### config.mk
export PLATFORM = sky130hd
export DESIGN_NAME = wev_front
export DESIGN_NICKNAME = d
export VERILOG_FILES = /design/src/rtl/core/wev_pkg.sv /design/src/rtl/core/wev_front.sv
export SDC_FILE = /design/constraint.sdc
export NUM_CORES = 1
export LEC_CHECK = 0
export BUFFER_PORTS_ARGS = -buffer_cell sky130_fd_sc_hd__buf_2
export CAP_MARGIN = 20
export CORE_MARGIN = 5
export CORE_UTILIZATION = 40
export CTS_BUF_LIST = sky130_fd_sc_hd__clkbuf_8
export DETAILED_ROUTE_END_ITERATION = 12
export PLACE_DENSITY = 0.7
export SLEW_MARGIN = 0
export SYNTH_ARGS = -nofsm -noshare
export SYNTH_HDL_FRONTEND = slang
export SYNTH_SLANG_ARGS = --single-unit
export TNS_END_PERCENT = 1
### constraint.sdc
create_clock -name clk_i -period 10.56 [get_ports clk_i]
set_clock_uncertainty 0.2 [all_clocks]
set_input_delay 2.112 -clock clk_i [delete_from_list [all_inputs] [get_ports clk_i]]
set_output_delay 2.112 -clock clk_i [all_outputs]
set_load 0.01 [all_outputs]
### src/rtl/core/wev_pkg.sv
// Shared types and constants of the windowed encoder velocity block.
// Used by wev_front, wev_back and the top level; depends on nothing.
package wev_pkg;

  localparam int unsigned CHANNELS_DEF = 4;
  localparam int unsigned WINDOW_DEF   = 16;

  localparam logic [1:0] FUNC_EVENT   = 2'd0;
  localparam logic [1:0] FUNC_POLL    = 2'd1;
  localparam logic [1:0] FUNC_PUBLISH = 2'd2;

  localparam logic CFG_TICK_SCALE      = 1'b0;
  localparam logic CFG_ACTIVE_CHANNELS = 1'b1;

  localparam logic [31:0] US_PER_S = 32'd1000000;

  typedef enum logic [1:0] {
    OP_EVENT,
    OP_POLL,
    OP_PUBLISH
  } op_e;

  typedef struct packed {
    logic [1:0]         func;
    logic [1:0]         channel;
    logic signed [15:0] tick_delta;
    logic [31:0]        timestamp_us;
  } in_word_t;

  typedef struct packed {
    logic [31:0]        sequence_res;
    logic [1:0]         wheel;
    logic signed [47:0] position_rad;
    logic signed [31:0] velocity_rad_s;
    logic               last;
  } out_word_t;

  typedef struct packed {
    op_e                op;
    logic [1:0]         channel;
    logic signed [15:0] delta;
    logic [31:0]        stamp;
  } cmd_t;

endpackage

### src/rtl/core/wev_front.sv
// Front end: accepts input words, classifies them and queues commands.
// Depends on wev_pkg.
module wev_front #(
  parameter int unsigned CHANNELS = wev_pkg::CHANNELS_DEF
) (
  input  logic              clk_i,
  input  logic              rst_ni,
  input  logic              in_valid_i,
  output logic              in_stall_o,
  input  wev_pkg::in_word_t in_i,
  output logic              cmd_valid_o,
  output wev_pkg::cmd_t     cmd_o,
  input  logic              cmd_pop_i
);

  wev_pkg::cmd_t fifo_q [2];
  logic          wr_ptr_q, rd_ptr_q;
  logic [1:0]    count_q;
  logic          keep, push, pop;
  wev_pkg::cmd_t cmd_new;

  always_comb begin
    keep         = 1'b0;
    cmd_new.op   = wev_pkg::OP_EVENT;
    cmd_new.channel = in_i.channel;
    cmd_new.delta   = in_i.tick_delta;
    cmd_new.stamp   = in_i.timestamp_us;
    case (in_i.func)
      wev_pkg::FUNC_EVENT: begin
        keep = 32'(in_i.channel) < 32'(CHANNELS);
      end
      wev_pkg::FUNC_POLL: begin
        keep       = 1'b1;
        cmd_new.op = wev_pkg::OP_POLL;
      end
      wev_pkg::FUNC_PUBLISH: begin
        keep       = 1'b1;
        cmd_new.op = wev_pkg::OP_PUBLISH;
      end
      default: keep = 1'b0;
    endcase
  end

  assign in_stall_o  = (count_q == 2'd2);
  assign push        = in_valid_i && !in_stall_o && keep;
  assign cmd_valid_o = (count_q != 2'd0);
  assign cmd_o       = fifo_q[rd_ptr_q];
  assign pop         = cmd_pop_i && cmd_valid_o;

  always_ff @(posedge clk_i or negedge rst_ni) begin
    if (!rst_ni) begin
      wr_ptr_q <= 1'b0;
      rd_ptr_q <= 1'b0;
      count_q  <= 2'd0;
    end else begin
      if (push) begin
        wr_ptr_q <= !wr_ptr_q;
      end
      if (pop) begin
        rd_ptr_q <= !rd_ptr_q;
      end
      count_q <= count_q + 2'(push) - 2'(pop);
    end
  end

  always_ff @(posedge clk_i) begin
    if (push) begin
      fifo_q[wr_ptr_q] <= cmd_new;
    end
  end

endmodule

# After elaboration in Yosys (flattened, before gate mapping)
# Memory sizes are Yosys's and may differ from the RTL's.
# Cells that the tools add are included.
# op_classes
n_shift	0
add_sub_neg	2
eq_ne	3
mul	0
n_div	0
bitwise_logic	0
n_lt_le_gt_ge	0
mux	4
n_reduce_logical	9
# ops
op	n
2-bit equality test, second input constant	2
2-bit case mux with 2 select lines	1
1-bit logical AND	3
1-bit logical NOT	3
1-bit 2-to-1 mux	3
3-bit OR reduction	1
2-bit by 1-bit adder with 2-bit output	1
2-bit by 1-bit equality test with 1-bit output, second input constant	1
2-bit logical NOT	1
2-bit nonzero test	1
2-bit by 1-bit subtractor with 2-bit output	1
# word_totals
reg_bits	4
mem_bits_rw	104
romBits	0
memories	1
latchBits	0
# mem_list
name	depth	word_bits	read_ports	rd_ports_with_merged_regs	wr	line	text
fifo_q	2	52	1	0	1	wev_front.sv:16	wev_pkg::cmd_t fifo_q [2];

# Depth between registers and ports, before layout
# Gate-level depths: netlist of the first run.
# depth
depth_word	6
mapped_depth	7
mapped_depth_nobuf	7

# Worst setup path after synthesis of the first run
# No wires, ideal clock.
# synth_timing
path_type	input-to-reg
from	input in_i[50] in the netlist's numbering
to	memory fifo_q[0][0] in the netlist's numbering, enable pin
n_path_buf	0
stages	3
path_slack_ns	5.406
setup_time_ns	0.462
required_time_ns	9.898
arrival_time_ns	4.492
cell_sequence	nand2_1 nand3b_4 nor2_1
# synth_between
elab_chain_len	6
word_cells_on_any_way	8
classes_between	eq/ne: 2; mux: 3; reduce/logical: 3
# synth_lines
element	line	text
start, declared	wev_front.sv:10	input wev_pkg::in_word_t in_i,
2-bit equality test, or another cell as far along	wev_front.sv:28	case (in_i.func)
3-bit OR reduction (no source line) *	n/a	
1-bit 2-to-1 mux *	wev_front.sv:28	
1-bit logical AND *	wev_front.sv:45	assign push = in_valid_i && !in_stall_o && keep;
1-bit 2-to-1 mux *	wev_front.sv:67	if (push) begin
1-bit 2-to-1 mux (not written as such) *	wev_front.sv:68	fifo_q[wr_ptr_q] <= cmd_new;
end, declared	wev_front.sv:16	
# Mark *: on every way between the ends. The rest lies on a longest branch, timed or not.

==> flow_metrics.env, run 1 <==
export IMPL_grt_max_degree=54
export IMPL_power_density_nw_per_um2=255
export IMPL_fin_crit_ns=4.34
export IMPL_drive_gt1_share_pct=60.2
export IMPL_core_area_sq_um=10300
export IMPL_critPathMaxFanout=53
export IMPL_dieArea_sq_um=12800
export IMPL_p_leak_uw=0.00205
export IMPL_post_cts_buffers=0
export IMPL_clk_latency_ns=0.35
export IMPL_hold_ws_ns=0.295
export IMPL_synth_seq_cells=108
export IMPL_syn_nets=241
export IMPL_synth_top_area_cell="edfxtp_1"
export IMPL_num_vias=2006
export IMPL_wl_per_cell_um=15.7
export IMPL_cts_tree="yes"
export IMPL_cp_start_kind="flip-flop"
export IMPL_drtPass1Iterations=4
export IMPL_cts_resized=0
export IMPL_start_util_pct=41.0
export IMPL_drc=0
export IMPL_avgSynthCellArea_sq_um=23.2
export IMPL_synth_top_area_share_pct=73.7
export IMPL_yosysWarnings=0
export IMPL_area_delta_synth_final_pct=20.7
export IMPL_outcome="finished clean"
export IMPL_wl_mm=6.90
export IMPL_numClockSinks=108
export IMPL_antenna_found_initial=0
export IMPL_rsz0062_at_grt="no"
export IMPL_first_global_vias=2144
export IMPL_grtUsageTotal_pct=11.1
export IMPL_vias_per_cell=4.56
export IMPL_portBuffers=109
export IMPL_num_nets_final=357
export IMPL_rows=37
export IMPL_critPathCaptureType="primary output"
export IMPL_routabilityCongestion=0.674
export IMPL_slew_headroom_pct=34.6
export IMPL_htree_levels=3
export IMPL_synth_cell_types=17
export IMPL_ir_drop_mv=0.132
export IMPL_ctsHoldBuffers=0
export IMPL_clockBufferDepth=2
export IMPL_n_fill_cell=871
export IMPL_slew_viol_final=0
export IMPL_arrival_ns=2.02
export IMPL_die_x_um=113
export IMPL_ys_seq_area_share_pct=76.1
export IMPL_synthCells=183
export IMPL_fin_setup_tns_ns=0
export IMPL_synth_area_leaders="edfxtp_1, mux2_4, buf_12, dfrtp_1, mux2_2"
export IMPL_diodes=0
export IMPL_ios=110
export IMPL_grt_pass1_wl_mm=11.0
export IMPL_drt_initial_drc_count=79
export IMPL_setup_violations=0
export IMPL_min_period_over_period_pct=41.1
export IMPL_required_ns=8.25
export IMPL_maxCapViolCount=0
export IMPL_fmax_mhz=231
export IMPL_worstSetupPathType="flip-flop to primary output"
export IMPL_ant_nets=0
export IMPL_tightest_slew_ns=0.981
export IMPL_die_h_um=113
export IMPL_final_hold_viol_count=0
export IMPL_min_path_type="flip-flop to flip-flop"
export IMPL_grt_overflow=0
export IMPL_synth_area_sq_um=4240
export IMPL_cts_buffers=9
export IMPL_clk_pin_slew_worst_paths_ns=0.09
export IMPL_dp_hpwl_mm=4.72
export IMPL_cts_root_buffer="clkbuf_8"
[layer usage]
| metal | vias up | global-route usage [%] | part of all wire (%) |
|---|---|---|---|
| li1 | 938 | - | - |
| met1 | 992 | 13.5 | 44 |
| met2 | 70 | 18.4 | 48 |
| met3 | 6 | 3.90 | 6.9 |
| met4 | 0 | 4.33 | 1.0 |
| met5 | - | 0 | 0 |
[report_power, final]
part / internal, uW / leakage (uW) / total [uW] / switching [uW]
clock: 157 / 0.000117 / 287 / 130
combinational: 224 / 0.000926 / 383 / 159
sequential: 562 / 0.00100 / 637 / 74.7
total: 943 / 0.00205 / 1310 / 363
[layout make-up]
class / count / area [sq um] / area share [%]
Timing Repair Buffer: 111 / 561 / 11.0
Inverter: 2 / 7.51 / 0.147
Tap cell: 136 / 170 / 3.33
Clock inverter: 7 / 115 / 2.25
Multi-Input combinational cell: 67 / 911 / 17.8
Sequential cell: 108 / 3230 / 63.1
Clock buffer: 9 / 124 / 2.42
[synthesized netlist by cell type]
cell and number:
ha_1 2, or2_1 1, and2_4 1, nand2_1 1, edfxtp_1 104, buf_6 1, nor2_1 2, mux2_2 3
xor2_1 1, buf_12 5, inv_1 2, nor2b_1 2, nand3b_4 1, xnor2_1 3, and2b_1 1, mux2_4 49
dfrtp_1 4
[cells in the final DEF (no fill, tap or decap)]
| cell | Yosys | final |
|---|---|---|
| buf_2 | 0 | 109 |
| edfxtp_1 | 104 | 104 |
| mux2_4 | 49 | 49 |
| clkbuf_8 | 0 | 9 |
| mux2_2 | 3 | 3 |
| xnor2_1 | 3 | 3 |
| bufinv_16 | 0 | 3 |
| dfrtp_1 | 4 | 3 |
| nor2b_1 | 2 | 2 |
| inv_1 | 2 | 2 |
| nor2_4 | 0 | 2 |
| ha_1 | 2 | 2 |
| buf_4 | 0 | 2 |
| or2_1 | 1 | 1 |
| and2_4 | 1 | 1 |
| and2b_1 | 1 | 1 |
| nand2_1 | 1 | 1 |
| nand3b_4 | 1 | 1 |
| xor2_1 | 1 | 1 |
| clkinvlp_4 | 0 | 1 |
| clkinv_4 | 0 | 1 |
| clkinv_1 | 0 | 1 |
| clkinv_2 | 0 | 1 |
| dfrtp_4 | 0 | 1 |
[stage by stage]
stage	instance area (sq um)	power, uW	util, %	instances	setup slack, ns
4_1_cts	5110	1330	49.5	440	6.16
5_1_grt	5110	1380	49.5	440	6.10
2_1_floorplan	4240	938	-	183	5.41
3_3_place_gp	4880	1040	47.2	424	6.59
3_5_place_dp	4880	1040	47.2	424	6.56
6_report	5110	1310	49.5	440	6.22
[final timing paths]
check	start	endpoint	slack, ns	cells past startpoint
max	rd_ptr_q	cmd_o[0]	6.22	2
min	count_q[1]	count_q[1]	0.30	1
max reg2reg	count_q[1]	fifo_q[0][30]	8.29	4
min reg2reg	count_q[1]	count_q[1]	0.30	1
max in group asynchronous	rst_ni	rd_ptr_q	8.67	1
min in group asynchronous	rst_ni	count_q[0]	1.35	1
[logic make-up (layout without fill, tap and decap cells)]
logic type / count (synthesis) / after routing / share of synthesized area (%)
buf+inv: 8 / 129 / 2.80
xor+xnor: 4 / 4 / 0.827
fa+ha+maj: 2 / 2 / 0.590
flops: 108 / 108 / 76.1
mux: 52 / 52 / 18.2
simple gates: 9 / 9 / 1.56
[state kept, by name (all words and copies together) (netlist names)]
register and cells:
fifo_q 104, wr_ptr_q 1, rd_ptr_q 1, count_q 2
[worst max-delay path: stages, from the launching register on]
cell     delay (ns)
dfrtp_4        1.08
mux2_2         0.41
buf_2          0.14
No activity file was read; power rests on OpenSTA's default activity.
==> inputs of run 2 (changes only) <==
- PLACE_DENSITY: 0.7 -> 0.73
- clock period: 10.56 -> 3.8 ns (I/O delays scaled with it)
==> run 2 against run 1 <==
Against the previous run: sequential share of layout area decreased by 0.14 points; global-route usage about the same; clock-buffer cell count increased by 1; sequential power increased to 2.6 times the previous value; sequential cell count unchanged; first-iteration DRC count increased by 3.8%; highest routed layer is now met5.
==> flow_metrics.env, run 2 (synthesized netlist as in run 1, its figures left out) <==
export IMPL_outcome="finished clean"
export IMPL_p_leak_uw=0.00206
export IMPL_largest_reg_flops=104
export IMPL_diodes=0
export IMPL_grt_overflow=0
export IMPL_ir_drop_mv=0.329
export IMPL_maxCapViolCount=0
export IMPL_n_fill_cell=880
export IMPL_drt_initial_drc_count=82
export IMPL_vias_per_cell=4.54
export IMPL_core_area_sq_um=10300
export IMPL_wl_mm=7.03
export IMPL_cts_tree="yes"
export IMPL_setup_violations=0
export IMPL_dpl_instance_area_sq_um=4920
export IMPL_mostFrequentLayoutCells="buf_2, edfxtp_1, mux2_4"
export IMPL_required_ns=2.84
export IMPL_num_vias=2005
export IMPL_grtUsageTotal_pct=11.2
export IMPL_rsz0062_at_grt="no"
export IMPL_cts_resized=0
export IMPL_hold_ws_ns=0.293
export IMPL_slew_headroom_pct=61.2
export IMPL_slew_viol_final=0
export IMPL_portBuffers=109
export IMPL_grt_max_degree=47
export IMPL_cts_root_buffer="clkbuf_8"
export IMPL_top_regs="fifo_q: 104 flops, count_q: 2 flops"
export IMPL_wl_per_cell_um=15.9
export IMPL_clockBufferDepth=2
export IMPL_power_density_nw_per_um2=689
export IMPL_first_global_vias=2186
export IMPL_met2_usage_pct=18.8
export IMPL_design_area_sq_um=5130
export IMPL_die_x_um=113
export IMPL_post_cts_buffers=0
export IMPL_critPathCaptureType="primary output"
export IMPL_r2r_slack_ns=1.69
export IMPL_grt_util_met1_pct=13.0
export IMPL_fmax_mhz=362
export IMPL_start_util_pct=41.0
export IMPL_grt_pass1_wl_mm=10.8
export IMPL_htree_levels=3
export IMPL_drive_gt1_share_pct=59.5
export IMPL_numClockSinks=108
export IMPL_final_hold_viol_count=0
export IMPL_drtPass1Iterations=4
export IMPL_cp_start_kind="flip-flop"
export IMPL_ant_nets=0
export IMPL_rows=37
export IMPL_num_nets_final=359
export IMPL_gr_usage_met3_pct=3.16
export IMPL_regMostFlops="fifo_q"
export IMPL_critPathMaxFanout=46
export IMPL_clk_pin_slew_worst_paths_ns=0.09
export IMPL_post_route_util_pct=49.7
export IMPL_grt_busiest_layer="met2"
export IMPL_cts_buffers=9
export IMPL_final_common_cell="buf_2"
export IMPL_min_period_over_period_pct=72.7
export IMPL_p_total_uw=3530
export IMPL_drc=0
export IMPL_area_delta_synth_final_pct=21.0
export IMPL_clk_latency_ns=0.36
export IMPL_antenna_found_initial=1
export IMPL_die_h_um=113
export IMPL_arrival_ns=1.80
export IMPL_routabilityCongestion=0.676
export IMPL_min_path_type="flip-flop to flip-flop"
export IMPL_dieArea_sq_um=12800
export IMPL_tightest_slew_ns=0.580
export IMPL_ios=110
export IMPL_worstSetupPathType="flip-flop to primary output"
export IMPL_fin_crit_ns=2.76
-- run 2: cell count changes in the layout (fill, tap and decap cells not counted) --
| cell | change |
|---|---|
| clkbuf_8 | +1 |
| clkinv_1 | -1 |
| bufinv_16 | -2 |
| buf_12 | +3 |
| buf_4 | -2 |
| dlygate4sd3_1 | +1 |
| inv_1 | +3 |
| clkinv_2 | -1 |
-- run 2: repair_timing --
item                                    4_1_cts  5_1_grt
hold buffers                                  1        0
hold endpoints to repair                      4        0
endpoints found under the setup margin        0        0
-- run 2: per-stage QoR --
stage                     setup WS [ns]  setup TNS, ns  std cells
after floorplan                -0.00209         -0.217        183
after global placement             1.33              0        425
after detailed placement           1.31              0        425
after CTS                          1.00              0        442
after global routing              0.951              0        442
final                              1.04              0        442
-- run 2: path summary, 6_finish.rpt --
kind / start / to / depth (start not counted)
hold reg to reg: count_q[1] / count_q[1] / 1
hold / removal: count_q[1] / count_q[1] / 1
setup / recovery: rd_ptr_q / cmd_o[51] / 3
max in group asynchronous: rst_ni / rd_ptr_q / 2
min in group asynchronous: rst_ni / count_q[0] / 2
setup reg to reg: count_q[1] / fifo_q[0][6] / 4
-- run 2: final cells by class --
cell class | count | area (sq um) | share of cell area, %
Clock buffer | 10 | 138 | 2.68
Clock inverter | 6 | 57.6 | 1.12
Inverter | 2 | 7.51 | 0.146
Multi-Input combinational cell | 67 | 911 | 17.8
Sequential cell | 108 | 3230 | 62.9
Tap cell | 136 | 170 | 3.32
Timing Repair Buffer | 113 | 616 | 12.0
-- run 2: worst max-delay path: stages (launching register included) --
cell and delay (ns):
dfrtp_4 0.55, buf_12 0.33, mux2_2 0.38, buf_2 0.14
-- run 2: per-layer routing --
| layer | vias to the layer above | part of all wire, % | routed length [um] |
|---|---|---|---|
| met5 | - | 0.10 | 7 |
| met4 | 2 | 1.5 | 108 |
| met3 | 10 | 6.6 | 464 |
| met2 | 62 | 51 | 3590 |
| met1 | 985 | 41 | 2860 |
| li1 | 946 | - | - |
-- run 2: power breakdown --
part / total, uW / switching (uW) / internal [uW]
combinational: 1210 / 572 / 643
clock: 671 / 354 / 317
sequential: 1650 / 83.6 / 1560
==> inputs of run 3 (changes only) <==
- ABC_AREA: not set -> 1
- clock period: 3.8 -> 2.5 ns (I/O delays scaled with it)
==> run 3 against run 2 <==
Against the previous run: hold slack got worse by 0.17 ns; first-iteration DRC count increased by 49%; total power increased by 47%; sequential power increased by 48%; final area decreased by 3.9%; worst setup slack got worse by 0.71 ns; critical endpoint is now cmd_o[30]; core utilization increased by 0.29 points; critical path depth increased by 1.
==> flow_metrics.env, run 3 <==
export IMPL_outcome="finished clean"
export IMPL_die_x_um=111
export IMPL_vias_per_cell=4.45
export IMPL_rows=36
export IMPL_htree_levels=3
export IMPL_regMostFlops="fifo_q"
export IMPL_grt_overflow=0
export IMPL_synth_area_sq_um=4070
export IMPL_min_period_over_period_pct=86.9
export IMPL_critPathMaxFanout=53
export IMPL_core_area_sq_um=9860
export IMPL_mostFrequentLayoutCells="nand2_1, buf_2, edfxtp_1"
export IMPL_dieArea_sq_um=12300
export IMPL_num_vias=2504
export IMPL_rsz0062_at_grt="no"
export IMPL_maxCapViolCount=0
export IMPL_cts_root_buffer="clkbuf_8"
export IMPL_crit_top_cell="nand2_1"
export IMPL_avgSynthCellArea_sq_um=13.2
export IMPL_cts_resized=0
export IMPL_min_path_type="input port to flip-flop"
export IMPL_ctsHoldBuffers=1
export IMPL_numClockSinks=108
export IMPL_ys_seq_area_share_pct=79.2
export IMPL_wl_mm=7.84
export IMPL_grt_pass1_wl_mm=12.7
export IMPL_netSwitchingFraction_pct=34.3
export IMPL_synth_flop_cell="edfxtp_1"
export IMPL_num_nets_final=483
export IMPL_grt_max_degree=54
export IMPL_fmax_mhz=460
export IMPL_clockBufferDepth=2
export IMPL_drc=0
export IMPL_synth_area_leaders="edfxtp_1, nand2_1, dfrtp_1, buf_6, inv_1"
export IMPL_final_hold_viol_count=0
export IMPL_hold_path_end="fifo_q[0][35]"
export IMPL_n_fill_cell=884
export IMPL_r2r_worst_path_cells=4
export IMPL_first_global_vias=2625
export IMPL_dp_hpwl_mm=5.11
export IMPL_internal_power_uw=3420
export IMPL_ios=110
export IMPL_critPathCaptureType="primary output"
export IMPL_post_cts_buffers=0
export IMPL_power_frac_clock_pct=19.3
export IMPL_final_common_cell="nand2_1"
export IMPL_synth_seq_cells=108
export IMPL_synthCells=309
export IMPL_cpMaxStageDelayCell="dfrtp_2"
export IMPL_wl_per_cell_um=13.9
export IMPL_routabilityCongestion=0.739
export IMPL_yosysWarnings=0
export IMPL_hold_ws_ns=0.123
export IMPL_min_from="in_i[35]"
export IMPL_pwr_share_seq_pct=47.1
export IMPL_synth_top_area_share_pct=76.7
export IMPL_worstSetupPathType="flip-flop to primary output"
export IMPL_p_switching_uw=1780
export IMPL_design_area_sq_um=4930
export IMPL_yosysMostFrequentCell="nand2_1"
export IMPL_die_h_um=111
export IMPL_p_total_uw=5200
export IMPL_pwr_share_comb_pct=33.6
export IMPL_drt_initial_drc_count=122
export IMPL_multi_input_area_sq_um=699
export IMPL_portBuffers=109
export IMPL_arrival_ns=1.47
export IMPL_drtPass1Iterations=4
export IMPL_tightest_slew_ns=0.424
export IMPL_slew_headroom_pct=71.7
export IMPL_power_density_nw_per_um2=1060
export IMPL_synth_edf_count=104
export IMPL_layout_setup_ws_ns=0.328
export IMPL_largest_reg_flops=104
export IMPL_clk_latency_ns=0.36
export IMPL_synth_common_cells="nand2_1, edfxtp_1, inv_1"
export IMPL_synth_cell_types=11
export IMPL_fin_crit_ns=2.17
export IMPL_ir_drop_mv=0.645
export IMPL_ant_nets=0
export IMPL_start_util_pct=41.3
export IMPL_top_regs="fifo_q: 104 flops, count_q: 2 flops"
export IMPL_syn_nets=367
export IMPL_cts_tree="yes"
export IMPL_dpl_instance_area_sq_um=4730
export IMPL_antenna_found_initial=1
export IMPL_grtUsageTotal_pct=13.3
export IMPL_r2r_slack_ns=0.72
export IMPL_synth_top_area_cell="edfxtp_1"
export IMPL_r2r_start="count_q[1]"
export IMPL_clk_pin_slew_worst_paths_ns=0.09
export IMPL_synthArstFlopShare_pct=3.70
export IMPL_p_leak_uw=0.00218
export IMPL_pre_cts_slack_ns=0.543
export IMPL_setup_violations=0
export IMPL_holdPathStages=1
export IMPL_cts_buffers=9
export IMPL_area_delta_synth_final_pct=21.1
export IMPL_cp_slowest_stage_delay_ns=0.45
export IMPL_diodes=0
export IMPL_required_ns=1.80
export IMPL_slew_viol_final=0
export IMPL_cp_start_kind="flip-flop"
export IMPL_r2r_end="fifo_q[1][24]"
export IMPL_seq_area_sq_um=3220
export IMPL_drive_gt1_share_pct=30.2
export IMPL_worstPathCellList="inv_6, nand2_1, nand2_1, buf_2"
export IMPL_fin_setup_tns_ns=0
[run 3: cell types whose count changed after synthesis, moves of 2 or more]
cell | before | now
nand2_1 | 1 | 169
mux2_4 | 49 | 0
inv_1 | 2 | 11
buf_12 | 5 | 0
buf_4 | 0 | 5
buf_6 | 1 | 6
mux2_2 | 3 | 0
nand3_1 | 0 | 3
xnor2_1 | 3 | 0
nor2b_1 | 2 | 0
[run 3: through the flow]
step	instances	util, %
after detailed placement	546	48.0
final	563	49.9
after global placement	546	48.0
after CTS	563	49.9
after global routing	563	49.9
after floorplan	309	-
[run 3: power groups by stage]
stage / sequential [uW] / clock, uW / combinational (uW)
floorplan: 2470 / 0 / 1170
global placement: 2480 / 0 / 1760
detailed placement: 2490 / 0 / 1800
CTS: 2450 / 1040 / 1800
global route: 2480 / 1130 / 1990
finish: 2450 / 1000 / 1750
[run 3: kinds of logic after synthesis]
kind of cell,synth area share (%)
fa+ha+maj,0.615
simple gates,16.4
flops,79.2
buf+inv,3.81
[run 3: final cells by class]
type,count,area share (%)
clock buffer,10,2.79
clock inverter,6,0.990
tap,133,3.38
timing repair buffer,116,12.2
multi-input combinational,178,14.2
sequential,108,65.4
inverter,12,1.02
[run 3: how the worst max path moves through the flow]
stage / endpoint / slack, ns / depth (start not counted) / startpoint
floorplan: fifo_q[0][0] / 0.19 / 3 / in_i[50]
global placement: fifo_q[1][39] / 0.58 / 5 / in_i[50]
detailed placement: fifo_q[1][38] / 0.54 / 5 / in_i[50]
CTS: cmd_o[44] / 0.28 / 4 / rd_ptr_q
global route: cmd_o[16] / 0.19 / 4 / rd_ptr_q
finish: cmd_o[30] / 0.33 / 4 / rd_ptr_q
[run 3: critical path: cells and delay by family, from the launching register on]
family	cells	cell delay (ns)
and+or+nand+nor	2	0.21
DFF	1	0.45
buffers and inverters	2	0.44
[run 3: layer usage]
| layer | track usage [%] | vias to the layer above | part of all wire, % |
|---|---|---|---|
| li1 | - | 1256 | - |
| met1 | 16.1 | 1154 | 43 |
| met2 | 21.5 | 78 | 48 |
| met3 | 5.51 | 14 | 7.3 |
| met4 | 4.35 | 2 | 1.0 |
| met5 | 0 | - | 0.14 |
